### src/hdl/shtp_pkg.sv
// Package for the sensor-hub transport report parser: ids, kinds, sizes and the result beat.
`timescale 1ns / 1ps

package shtp_pkg;

  // Record ids
  localparam logic [7:0] ID_ACCEL     = 8'h01;
  localparam logic [7:0] ID_GYRO      = 8'h02;
  localparam logic [7:0] ID_MAG       = 8'h03;
  localparam logic [7:0] ID_LINEAR    = 8'h04;
  localparam logic [7:0] ID_ROTATION  = 8'h05;
  localparam logic [7:0] ID_GRAVITY   = 8'h06;
  localparam logic [7:0] ID_GAME_ROT  = 8'h08;
  localparam logic [7:0] ID_GEO_ROT   = 8'h09;
  localparam logic [7:0] ID_REBASE    = 8'hFA;
  localparam logic [7:0] ID_BASE_TS   = 8'hFB;

  // Sensor kinds on the result
  localparam logic [2:0] KIND_ACCEL    = 3'd0;
  localparam logic [2:0] KIND_GYRO     = 3'd1;
  localparam logic [2:0] KIND_MAG      = 3'd2;
  localparam logic [2:0] KIND_LINEAR   = 3'd3;
  localparam logic [2:0] KIND_GRAVITY  = 3'd4;
  localparam logic [2:0] KIND_ROTATION = 3'd5;
  localparam logic [2:0] KIND_GAME_ROT = 3'd6;
  localparam logic [2:0] KIND_GEO_ROT  = 3'd7;

  // Configuration register indexes
  localparam logic CFG_IDX_INPUT_CH = 1'b0;
  localparam logic CFG_IDX_WAKE_CH  = 1'b1;

  // Frame layout
  localparam int unsigned HDR_CHANNEL_POS = 2;
  localparam int unsigned FIRST_REC_POS   = 4;
  localparam int unsigned PAYLOAD_FIRST   = 4;
  localparam int unsigned PAYLOAD_END     = 12;
  localparam logic [2:0]  TS_SKIP_BYTES   = 3'd4;

  typedef struct packed {
    logic               report_valid;
    logic [2:0]         sensor_kind;
    logic signed [15:0] value_x;
    logic signed [15:0] value_y;
    logic signed [15:0] value_z;
    logic signed [15:0] value_w;
    logic               frame_done;
    logic               frame_updated;
  } shtp_result_t;

  // Record length in bytes including the id; zero for an unknown id and for the base timestamp.
  function automatic logic [3:0] rec_size(input logic [7:0] id);
    case (id)
      ID_REBASE:                                               rec_size = 4'd5;
      ID_ACCEL, ID_GYRO, ID_MAG, ID_LINEAR, ID_GRAVITY:        rec_size = 4'd10;
      ID_GAME_ROT:                                             rec_size = 4'd12;
      ID_ROTATION, ID_GEO_ROT:                                 rec_size = 4'd14;
      default:                                                 rec_size = 4'd0;
    endcase
  endfunction

  function automatic logic [2:0] kind_of(input logic [7:0] id);
    case (id)
      ID_ACCEL:    kind_of = KIND_ACCEL;
      ID_GYRO:     kind_of = KIND_GYRO;
      ID_MAG:      kind_of = KIND_MAG;
      ID_LINEAR:   kind_of = KIND_LINEAR;
      ID_GRAVITY:  kind_of = KIND_GRAVITY;
      ID_ROTATION: kind_of = KIND_ROTATION;
      ID_GAME_ROT: kind_of = KIND_GAME_ROT;
      default:     kind_of = KIND_GEO_ROT;
    endcase
  endfunction

endpackage

### src/hdl/shtp_sensor_report_parser.sv
// Sensor-hub transport frame parser: one byte a beat in, decoded sensor reports out.
// Result beats go to the output register, or to the skid register while it is held.
// One byte per cycle unless in_stall; the byte-state update is one combinational pass.
// An output register plus one skid register part the two sides; in_stall rises only
// while the skid register holds a beat.
// Reset (rst_n low, synchronous) clears frame state and both output valid flags and sets
// the channel registers to input 3, wake 4; the payload bytes are not reset.
`timescale 1ns / 1ps

module shtp_sensor_report_parser
  import shtp_pkg::*;
#(
  parameter int unsigned MAX_FRAME_BYTES = 512
) (
  input  logic               clk,
  input  logic               rst_n,
  // configuration
  input  logic               cfg_we,
  input  logic               cfg_index,
  input  logic [3:0]         cfg_wdata,
  // byte input
  input  logic               in_valid,
  output logic               in_stall,
  input  logic [7:0]         in_data_byte,
  input  logic               in_last_byte,
  // result output
  output logic               out_valid,
  input  logic               out_stall,
  output logic               out_report_valid,
  output logic [2:0]         out_sensor_kind,
  output logic signed [15:0] out_value_x,
  output logic signed [15:0] out_value_y,
  output logic signed [15:0] out_value_z,
  output logic signed [15:0] out_value_w,
  output logic               out_frame_done,
  output logic               out_frame_updated
);

  // Position saturates at MAX_FRAME_BYTES, so it must hold that value.
  localparam int unsigned POS_W = $clog2(MAX_FRAME_BYTES + 1);

  // Channel registers
  logic [3:0] in_ch_r, wake_ch_r;

  // Frame state
  logic [POS_W-1:0] pos_r, pos_nxt;
  logic             acc_r, acc_nxt;       // channel matched
  logic             stop_r, stop_nxt;     // unknown id seen
  logic [7:0]       id_r, id_nxt;         // id of record in progress
  logic [3:0]       left_r, left_nxt;     // record bytes still to come
  logic [2:0]       skip_r, skip_nxt;     // timestamp bytes still to skip
  logic             seen_r, seen_nxt;     // a report decoded this frame
  logic [7:0]       pay_r [8];            // record bytes 4..11
  logic [7:0]       pay_nxt [8];

  // Output side: main register and skid register
  shtp_result_t res;
  logic         emit;
  shtp_result_t out_d_r, skid_d_r;
  logic         out_v_r, out_v_nxt, skid_v_r, skid_v_nxt;

  logic       in_fire, out_take;
  logic [3:0] off, sz;
  logic [2:0] wr_idx;

  assign in_stall = skid_v_r;
  assign in_fire  = in_valid && !skid_v_r;
  assign out_take = out_v_r && !out_stall;

  // ---------------------------------------------------------------------------
  // Per-byte parse. Payload writes are bypassed into the result so a report that
  // completes on a stored byte sees that byte.
  // ---------------------------------------------------------------------------
  always_comb begin
    pos_nxt  = pos_r;
    acc_nxt  = acc_r;
    stop_nxt = stop_r;
    id_nxt   = id_r;
    left_nxt = left_r;
    skip_nxt = skip_r;
    seen_nxt = seen_r;
    for (int i = 0; i < 8; i++) pay_nxt[i] = pay_r[i];
    res      = '0;
    off      = rec_size(id_r) - left_r;
    wr_idx   = 3'(off - 4'(PAYLOAD_FIRST));
    sz       = rec_size(in_data_byte);

    if (in_fire) begin
      if (pos_r < POS_W'(MAX_FRAME_BYTES)) begin
        if (pos_r == POS_W'(HDR_CHANNEL_POS)) begin
          acc_nxt = (in_data_byte[3:0] == in_ch_r) || (in_data_byte[3:0] == wake_ch_r);
        end else if (pos_r >= POS_W'(FIRST_REC_POS) && acc_r && !stop_r) begin
          if (skip_r != 3'd0) begin
            skip_nxt = skip_r - 3'd1;
          end else if (left_r != 4'd0) begin
            if (off >= 4'(PAYLOAD_FIRST) && off < 4'(PAYLOAD_END)) begin
              pay_nxt[wr_idx] = in_data_byte;
            end
            left_nxt = left_r - 4'd1;
            if (left_r == 4'd1) begin
              res.report_valid = 1'b1;
              res.sensor_kind  = kind_of(id_r);
              res.value_x      = {pay_nxt[1], pay_nxt[0]};
              res.value_y      = {pay_nxt[3], pay_nxt[2]};
              res.value_z      = {pay_nxt[5], pay_nxt[4]};
              // real part only on quaternion kinds
              if (res.sensor_kind >= KIND_ROTATION) begin
                res.value_w = {pay_nxt[7], pay_nxt[6]};
              end
              seen_nxt = 1'b1;
            end
          end else if (pos_r == POS_W'(FIRST_REC_POS) && in_data_byte == ID_BASE_TS) begin
            skip_nxt = TS_SKIP_BYTES;
          end else if (sz == 4'd0) begin
            stop_nxt = 1'b1;
          end else if (in_data_byte == ID_REBASE) begin
            skip_nxt = TS_SKIP_BYTES;
          end else begin
            id_nxt   = in_data_byte;
            left_nxt = sz - 4'd1;
          end
        end
        pos_nxt = pos_r + POS_W'(1);
      end

      // final byte: report frame status and clear for the next frame
      if (in_last_byte) begin
        res.frame_done    = acc_nxt && (pos_r >= POS_W'(FIRST_REC_POS));
        res.frame_updated = res.frame_done && seen_nxt;
        pos_nxt  = '0;
        acc_nxt  = 1'b0;
        stop_nxt = 1'b0;
        id_nxt   = '0;
        left_nxt = '0;
        skip_nxt = '0;
        seen_nxt = 1'b0;
      end
    end
  end

  assign emit = in_fire && (res.report_valid || res.frame_done);

  // Output register / skid control
  always_comb begin
    out_v_nxt  = out_v_r;
    skid_v_nxt = skid_v_r;
    if (skid_v_r) begin
      if (out_take) skid_v_nxt = 1'b0;
    end else if (emit) begin
      if (out_v_r && !out_take) skid_v_nxt = 1'b1;
      else                      out_v_nxt  = 1'b1;
    end else if (out_take) begin
      out_v_nxt = 1'b0;
    end
  end

  always_ff @(posedge clk) begin
    if (!rst_n) begin
      in_ch_r   <= 4'd3;
      wake_ch_r <= 4'd4;
      pos_r     <= '0;
      acc_r     <= 1'b0;
      stop_r    <= 1'b0;
      id_r      <= '0;
      left_r    <= '0;
      skip_r    <= '0;
      seen_r    <= 1'b0;
      out_v_r   <= 1'b0;
      skid_v_r  <= 1'b0;
    end else begin
      if (cfg_we) begin
        case (cfg_index)
          CFG_IDX_INPUT_CH: in_ch_r   <= cfg_wdata;
          CFG_IDX_WAKE_CH:  wake_ch_r <= cfg_wdata;
          default: ;
        endcase
      end
      pos_r    <= pos_nxt;
      acc_r    <= acc_nxt;
      stop_r   <= stop_nxt;
      id_r     <= id_nxt;
      left_r   <= left_nxt;
      skip_r   <= skip_nxt;
      seen_r   <= seen_nxt;
      out_v_r  <= out_v_nxt;
      skid_v_r <= skid_v_nxt;
    end
  end

  // Payload and result data: no reset needed
  always_ff @(posedge clk) begin
    for (int i = 0; i < 8; i++) pay_r[i] <= pay_nxt[i];
    if (skid_v_r) begin
      if (out_take) out_d_r <= skid_d_r;
    end else if (emit) begin
      if (out_v_r && !out_take) skid_d_r <= res;
      else                      out_d_r  <= res;
    end
  end

  assign out_valid         = out_v_r;
  assign out_report_valid  = out_d_r.report_valid;
  assign out_sensor_kind   = out_d_r.sensor_kind;
  assign out_value_x       = out_d_r.value_x;
  assign out_value_y       = out_d_r.value_y;
  assign out_value_z       = out_d_r.value_z;
  assign out_value_w       = out_d_r.value_w;
  assign out_frame_done    = out_d_r.frame_done;
  assign out_frame_updated = out_d_r.frame_updated;

  // ---------------------------------------------------------------------------
  // Assertions
  // ---------------------------------------------------------------------------
  // skid only fills behind a held output beat
  a_skid_behind_out: assert property (@(posedge clk) disable iff (!rst_n)
    skid_v_r |-> out_v_r)
    else $error("skid register full with output register empty");

  // frame_updated only ever rides with frame_done
  a_updated_with_done: assert property (@(posedge clk) disable iff (!rst_n)
    out_v_r |-> (!out_d_r.frame_updated || out_d_r.frame_done))
    else $error("frame_updated without frame_done");

  // a final byte always leaves the position at the frame start
  a_last_clears_pos: assert property (@(posedge clk) disable iff (!rst_n)
    (in_fire && in_last_byte) |=> (pos_r == '0 && !acc_r && !seen_r))
    else $error("frame state not cleared after final byte");

  // never skipping and collecting a record at once
  a_skip_excl_record: assert property (@(posedge clk) disable iff (!rst_n)
    !(skip_r != 3'd0 && left_r != 4'd0))
    else $error("timestamp skip overlaps a report record");

endmodule

### config.mk
export PLATFORM = sky130hd
export DESIGN_NAME = shtp_sensor_report_parser
export DESIGN_NICKNAME = d
export VERILOG_FILES = /design/src/hdl/shtp_pkg.sv /design/src/hdl/shtp_sensor_report_parser.sv
export SDC_FILE = /design/constraint.sdc
export NUM_CORES = 1
export LEC_CHECK = 0
export ABC_CLOCK_PERIOD_IN_PS = 6200
export BUFFER_PORTS_ARGS = -buffer_cell sky130_fd_sc_hd__buf_2
export CELL_PAD_IN_SITES_DETAIL_PLACEMENT = 0
export CELL_PAD_IN_SITES_GLOBAL_PLACEMENT = 1
export CORE_ASPECT_RATIO = 0.8
export CORE_MARGIN = 8
export CORE_UTILIZATION = 31
export DETAILED_ROUTE_END_ITERATION = 7
export HOLD_SLACK_MARGIN = 0.02
export PLACE_DENSITY = 0.62
export SLEW_MARGIN = 20
export SYNTH_ARGS = -nofsm -noshare
export SYNTH_HDL_FRONTEND = slang
export SYNTH_SLANG_ARGS = --single-unit
### constraint.sdc
create_clock -name clk -period 6.2 [get_ports clk]
set_clock_uncertainty 0.15 [all_clocks]
set_input_delay 1.24 -clock clk [delete_from_list [all_inputs] [get_ports clk]]
set_output_delay 1.24 -clock clk [all_outputs]
set_load 0.05 [all_outputs]
==> metrics list <==
* Asr flop ratio synth: 0
- Yosys attributes the largest share of cell area to sky130_fd_sc_hd__edfxtp_1 57%, sky130_fd_sc_hd__dfxtp_1 7.1%, sky130_fd_sc_hd__mux2i_1 6.5%.
* Launch instance of the worst register-to-register path: id_r[4]$_SDFFE_PN0P_
* Mean Syn Cell Area: 11.98 µm²
* Status: completed
* Count of antenna-violating nets left after detailed routing: 0
- Among all stages on the critical path, the largest delay is contributed by sky130_fd_sc_hd__or4_1.
- Count of hold buffers inserted by post-cts repair: 0
* Critical path origin: id_r[4]$_SDFFE_PN0P_
- CTS saw 242 sinks.
* Vias: 6678
- In this run the post-CTS setup repair buffer count came out at 0.
* Avg WL per Cell: 17.75 µm
* Number of cells on the worst hold path: 2
- For this run, the post-layout net count is 1004.
- Unrepaired setup endpoints after global routing: no
- Ports placed on the boundary: 91
- Yosys mapped a number of flops with a built-in enable equal to 204.
* Layout overhead on the synthesized area: 17.55%
* Final Setup Violations: 0
- The die is 223.4 µm wide.
* Top post-synthesis cells by count: 204 x sky130_fd_sc_hd__edfxtp_1, 92 x sky130_fd_sc_hd__nand2_1, 92 x sky130_fd_sc_hd__nor2_1
- HP Class: reg2reg
- In this run the number of H-tree levels came out at 1.
- Measured slew at the worst slew-check pin: 1.057 ns
- Registers take 6888 µm².
- Top cell type's share of synthesized area: 0.5740
* Worst min-delay path endpoint: seen_r$_SDFFE_PN0P_
- The mapped netlist covers 10670 µm².
- The floorplan step set the die height to 182.0 µm.
* Most common cell in the netlist: sky130_fd_sc_hd__edfxtp_1
- The number of clock buffers added by TritonCTS is 28.
* Critical path data required time: 6.31 ns
- In this design, the largest share of critical-path delay is due to simple AND/OR/NAND/NOR gates.
- Area of combinational cells with multiple inputs: 3333 µm²
- For the final routed database, the setup TNS stands at 0 ns.
- Endpoint of the worst register-to-register path: out_value_x[5]$_DFFE_PP_
- Core area: 33780 µm²
* Crit Path Max Fanout: 9
- Number of antenna violations at the first check in global routing: 1
- The worst register-to-register path has a depth of 10.
* Sum of buffers and inverters on the critical path: 0
* Number of detailed-route iterations in the first pass: 5
- Entering global routing, the biggest net connects 76 pins.
* Worst setup SP type: flip-flop
- Achievable frequency: 0.2348 GHz
* Net count of the mapped netlist: 923
- Number of standard cells after synthesis: 891
- Global-route wire length before repair: 39740 µm
- Violation count after the first detailed-route iteration: 445
* Total inserted antenna cells: 0
- Area enclosed by the die boundary: 40650 µm²
- Dividing the final minimum period by the clock period gives 0.6871.
* Worst rel slew slack: 0.2939
- Across the run, the number of max-cap violations was 0.
- Reg2Reg Setup Slack: 1.94 ns
- CP cell instances: or4_1 -> a221oi_4 -> and2_1 -> ha_1 -> nand2b_1 -> a31oi_1 -> xnor2_4 -> mux2i_4 -> mux2i_1 -> o21ai_0
- Arrival @ worst endpoint: 4.37 ns
* Top_reg_cell synth: sky130_fd_sc_hd__edfxtp_1
- The congestion estimate from routability-driven global placement came to 0.7536.
* Dpl hpwl: 15240 µm
* Detailed-route vias per instance: 4.676
* Warnings, synthesis: 0
- The setup path with the least slack is of type reg2reg.
* Cell leakage power: 4.860 nW
- During placement, the flow inserted port buffers numbering 90.
- The clock period could shrink to 4.260 ns.
- After global routing the overflow that remains totals 0.
* CTS-repair resized insts: 0
- For this configuration, the core starts out at a cell density of 0.3159.
- Clock-pin slew was measured on the worst setup and hold paths at 0.06 ns.
- In this design, the stage delay of the slowest critical-path cell is 0.65 ns.
- The worst hold path begins at seen_r$_SDFFE_PN0P_.
* CTS max path bufs: 3
* Share of cells above drive strength 1: 0.1610
- Power density normalized to cell area: 286.6 nW/µm²
- Sequential fraction of the synthesis area: 0.6453
* Max rail drop VDD: 0.0001722 V
- The worst setup path is captured at a flip-flop.
- Clock insertion delay at the later pin of the skew report: 0.54 ns
- In this run the clock root is driven by a sky130_fd_sc_hd__clkbuf_16.
- Overall power consumption after layout is estimated at 3.595 mW.
- In this run, synthesis produced a sequential element count of 242.
* Total Routed Length: 25350 µm
- Counting distinct cell types in the post-synthesis netlist gives 56.
- Standard-cell rows: 60
- The largest total area in the synthesized netlist belongs to sky130_fd_sc_hd__edfxtp_1.
- The number of failing hold endpoints at the final stage came to 0.
- Total Routing Usage GR: 0.1223
- Counting the fill cells in the layout gives 3366.
- DRC violations left: 0
* CTS tree: built
- Vias in the first global route: 6643
- Final-report max-slew violation count: 0
## how the worst max path moves through the flow
stage,slack (ns),cells after the start,end
floorplan,0.12,5,out_frame_done$_DFFE_PP_
global placement,1.96,10,out_value_w[8]$_DFFE_PP_
global route,1.61,10,out_value_x[6]$_DFFE_PP_
detailed placement,1.91,10,out_value_w[8]$_DFFE_PP_
CTS,1.89,10,out_value_w[8]$_DFFE_PP_
finish,1.94,10,out_value_x[5]$_DFFE_PP_
## sequential cells by signal (all words and copies together) (netlist names), 3 cells and up
name / flops
pos_r: 10
wake_ch_r: 4
out_value_w: 16
out_value_z: 16
skip_r: 3
left_r: 4
in_ch_r: 4
id_r: 8
skid_d_r: 70
out_value_x: 16
out_value_y: 16
pay_r: 64
out_sensor_kind: 3
## layout by cell type, fill, tap and decap left out, types with 3 or more instances in the layout
cell type	count
sky130_fd_sc_hd__clkinv_2	4
sky130_fd_sc_hd__mux2i_4	7
sky130_fd_sc_hd__xnor2_1	6
sky130_fd_sc_hd__dfxtp_1	37
sky130_fd_sc_hd__o41ai_1	3
sky130_fd_sc_hd__edfxtp_1	204
sky130_fd_sc_hd__nor3_1	14
sky130_fd_sc_hd__nor2_1	92
sky130_fd_sc_hd__nand2b_1	5
sky130_fd_sc_hd__a22o_1	8
sky130_fd_sc_hd__nor2b_1	6
sky130_fd_sc_hd__a21oi_1	17
sky130_fd_sc_hd__nand4_1	8
sky130_fd_sc_hd__nand3_1	21
sky130_fd_sc_hd__clkinv_1	5
sky130_fd_sc_hd__o21ai_0	66
sky130_fd_sc_hd__clkbuf_16	28
sky130_fd_sc_hd__o21a_1	3
sky130_fd_sc_hd__xor2_1	9
sky130_fd_sc_hd__buf_2	90
sky130_fd_sc_hd__or4_1	7
sky130_fd_sc_hd__nand2_1	92
sky130_fd_sc_hd__inv_1	81
sky130_fd_sc_hd__or3_1	6
sky130_fd_sc_hd__mux2i_1	69
sky130_fd_sc_hd__buf_4	6
sky130_fd_sc_hd__clkbuf_1	7
sky130_fd_sc_hd__a21o_1	6
sky130_fd_sc_hd__a31oi_1	7
sky130_fd_sc_hd__bufinv_16	6
sky130_fd_sc_hd__ha_1	12
sky130_fd_sc_hd__o21ai_1	16
## metal layers
layer	GRT usage	share of wire	vias up
met1	0.1698	0.49	3178
met3	0.02319	0.040	38
met2	0.1939	0.45	129
met5	0	0	-
li1	-	-	3333
met4	0.03183	0.020	0
## cell families after synthesis
group	Yosys count	share of synthesized area
adders and majority gates	13	0.01595
DFF	242	0.6453
muxes	78	0.08160
buffers and inverters	127	0.04491
and+or+nand+nor	270	0.1148
xor gates and xnor gates	16	0.01489
AOI/OAI and AO/OA	145	0.08255
## power by group
part | internal, mW | leakage [nW] | switching [mW] | total, mW
Sequential | 1.74 | 2.27 | 0.00338 | 1.75
Clock | 1.08 | 0.469 | 0.651 | 1.73
Combinational | 0.0404 | 2.12 | 0.0768 | 0.117
## worst register-to-register path, cell delays in order (launching register included)
cell	delay [ns]
sky130_fd_sc_hd__dfxtp_1	0.32
sky130_fd_sc_hd__or4_1	0.65
sky130_fd_sc_hd__a221oi_4	0.41
sky130_fd_sc_hd__and2_1	0.24
sky130_fd_sc_hd__ha_1	0.24
sky130_fd_sc_hd__nand2b_1	0.08
sky130_fd_sc_hd__a31oi_1	0.17
sky130_fd_sc_hd__xnor2_4	0.64
sky130_fd_sc_hd__mux2i_4	0.61
sky130_fd_sc_hd__mux2i_1	0.35
sky130_fd_sc_hd__o21ai_0	0.14
## final cells by class
| type | count | share of cell area |
|---|---|---|
| clock buffers | 35 | 0.05795 |
| repair buffers | 97 | 0.04040 |
| well taps | 434 | 0.04329 |
| inverters | 81 | 0.02424 |
| flip-flops and latches | 242 | 0.5491 |
| multi-input cells | 522 | 0.2657 |
| clock inverters | 17 | 0.01935 |
## metrics by stage
stage / worst slack (ns) / util / hold WS (ns) / cells / cell area [µm²]
final: 1.940 / 0.3713 / 0.2974 / 1428 / 12540
after global routing: 1.615 / 0.3713 / 0.3278 / 1428 / 12540
after CTS: 1.894 / 0.3712 / 0.3001 / 1428 / 12540
after detailed placement: 1.907 / 0.3425 / 0.2909 / 1376 / 11570
after global placement: 1.961 / 0.3425 / 0.2856 / 1376 / 11570
after floorplan: 0.1170 / - / 0.2758 / 891 / 10680
Power figures use the tool's default switching activity.
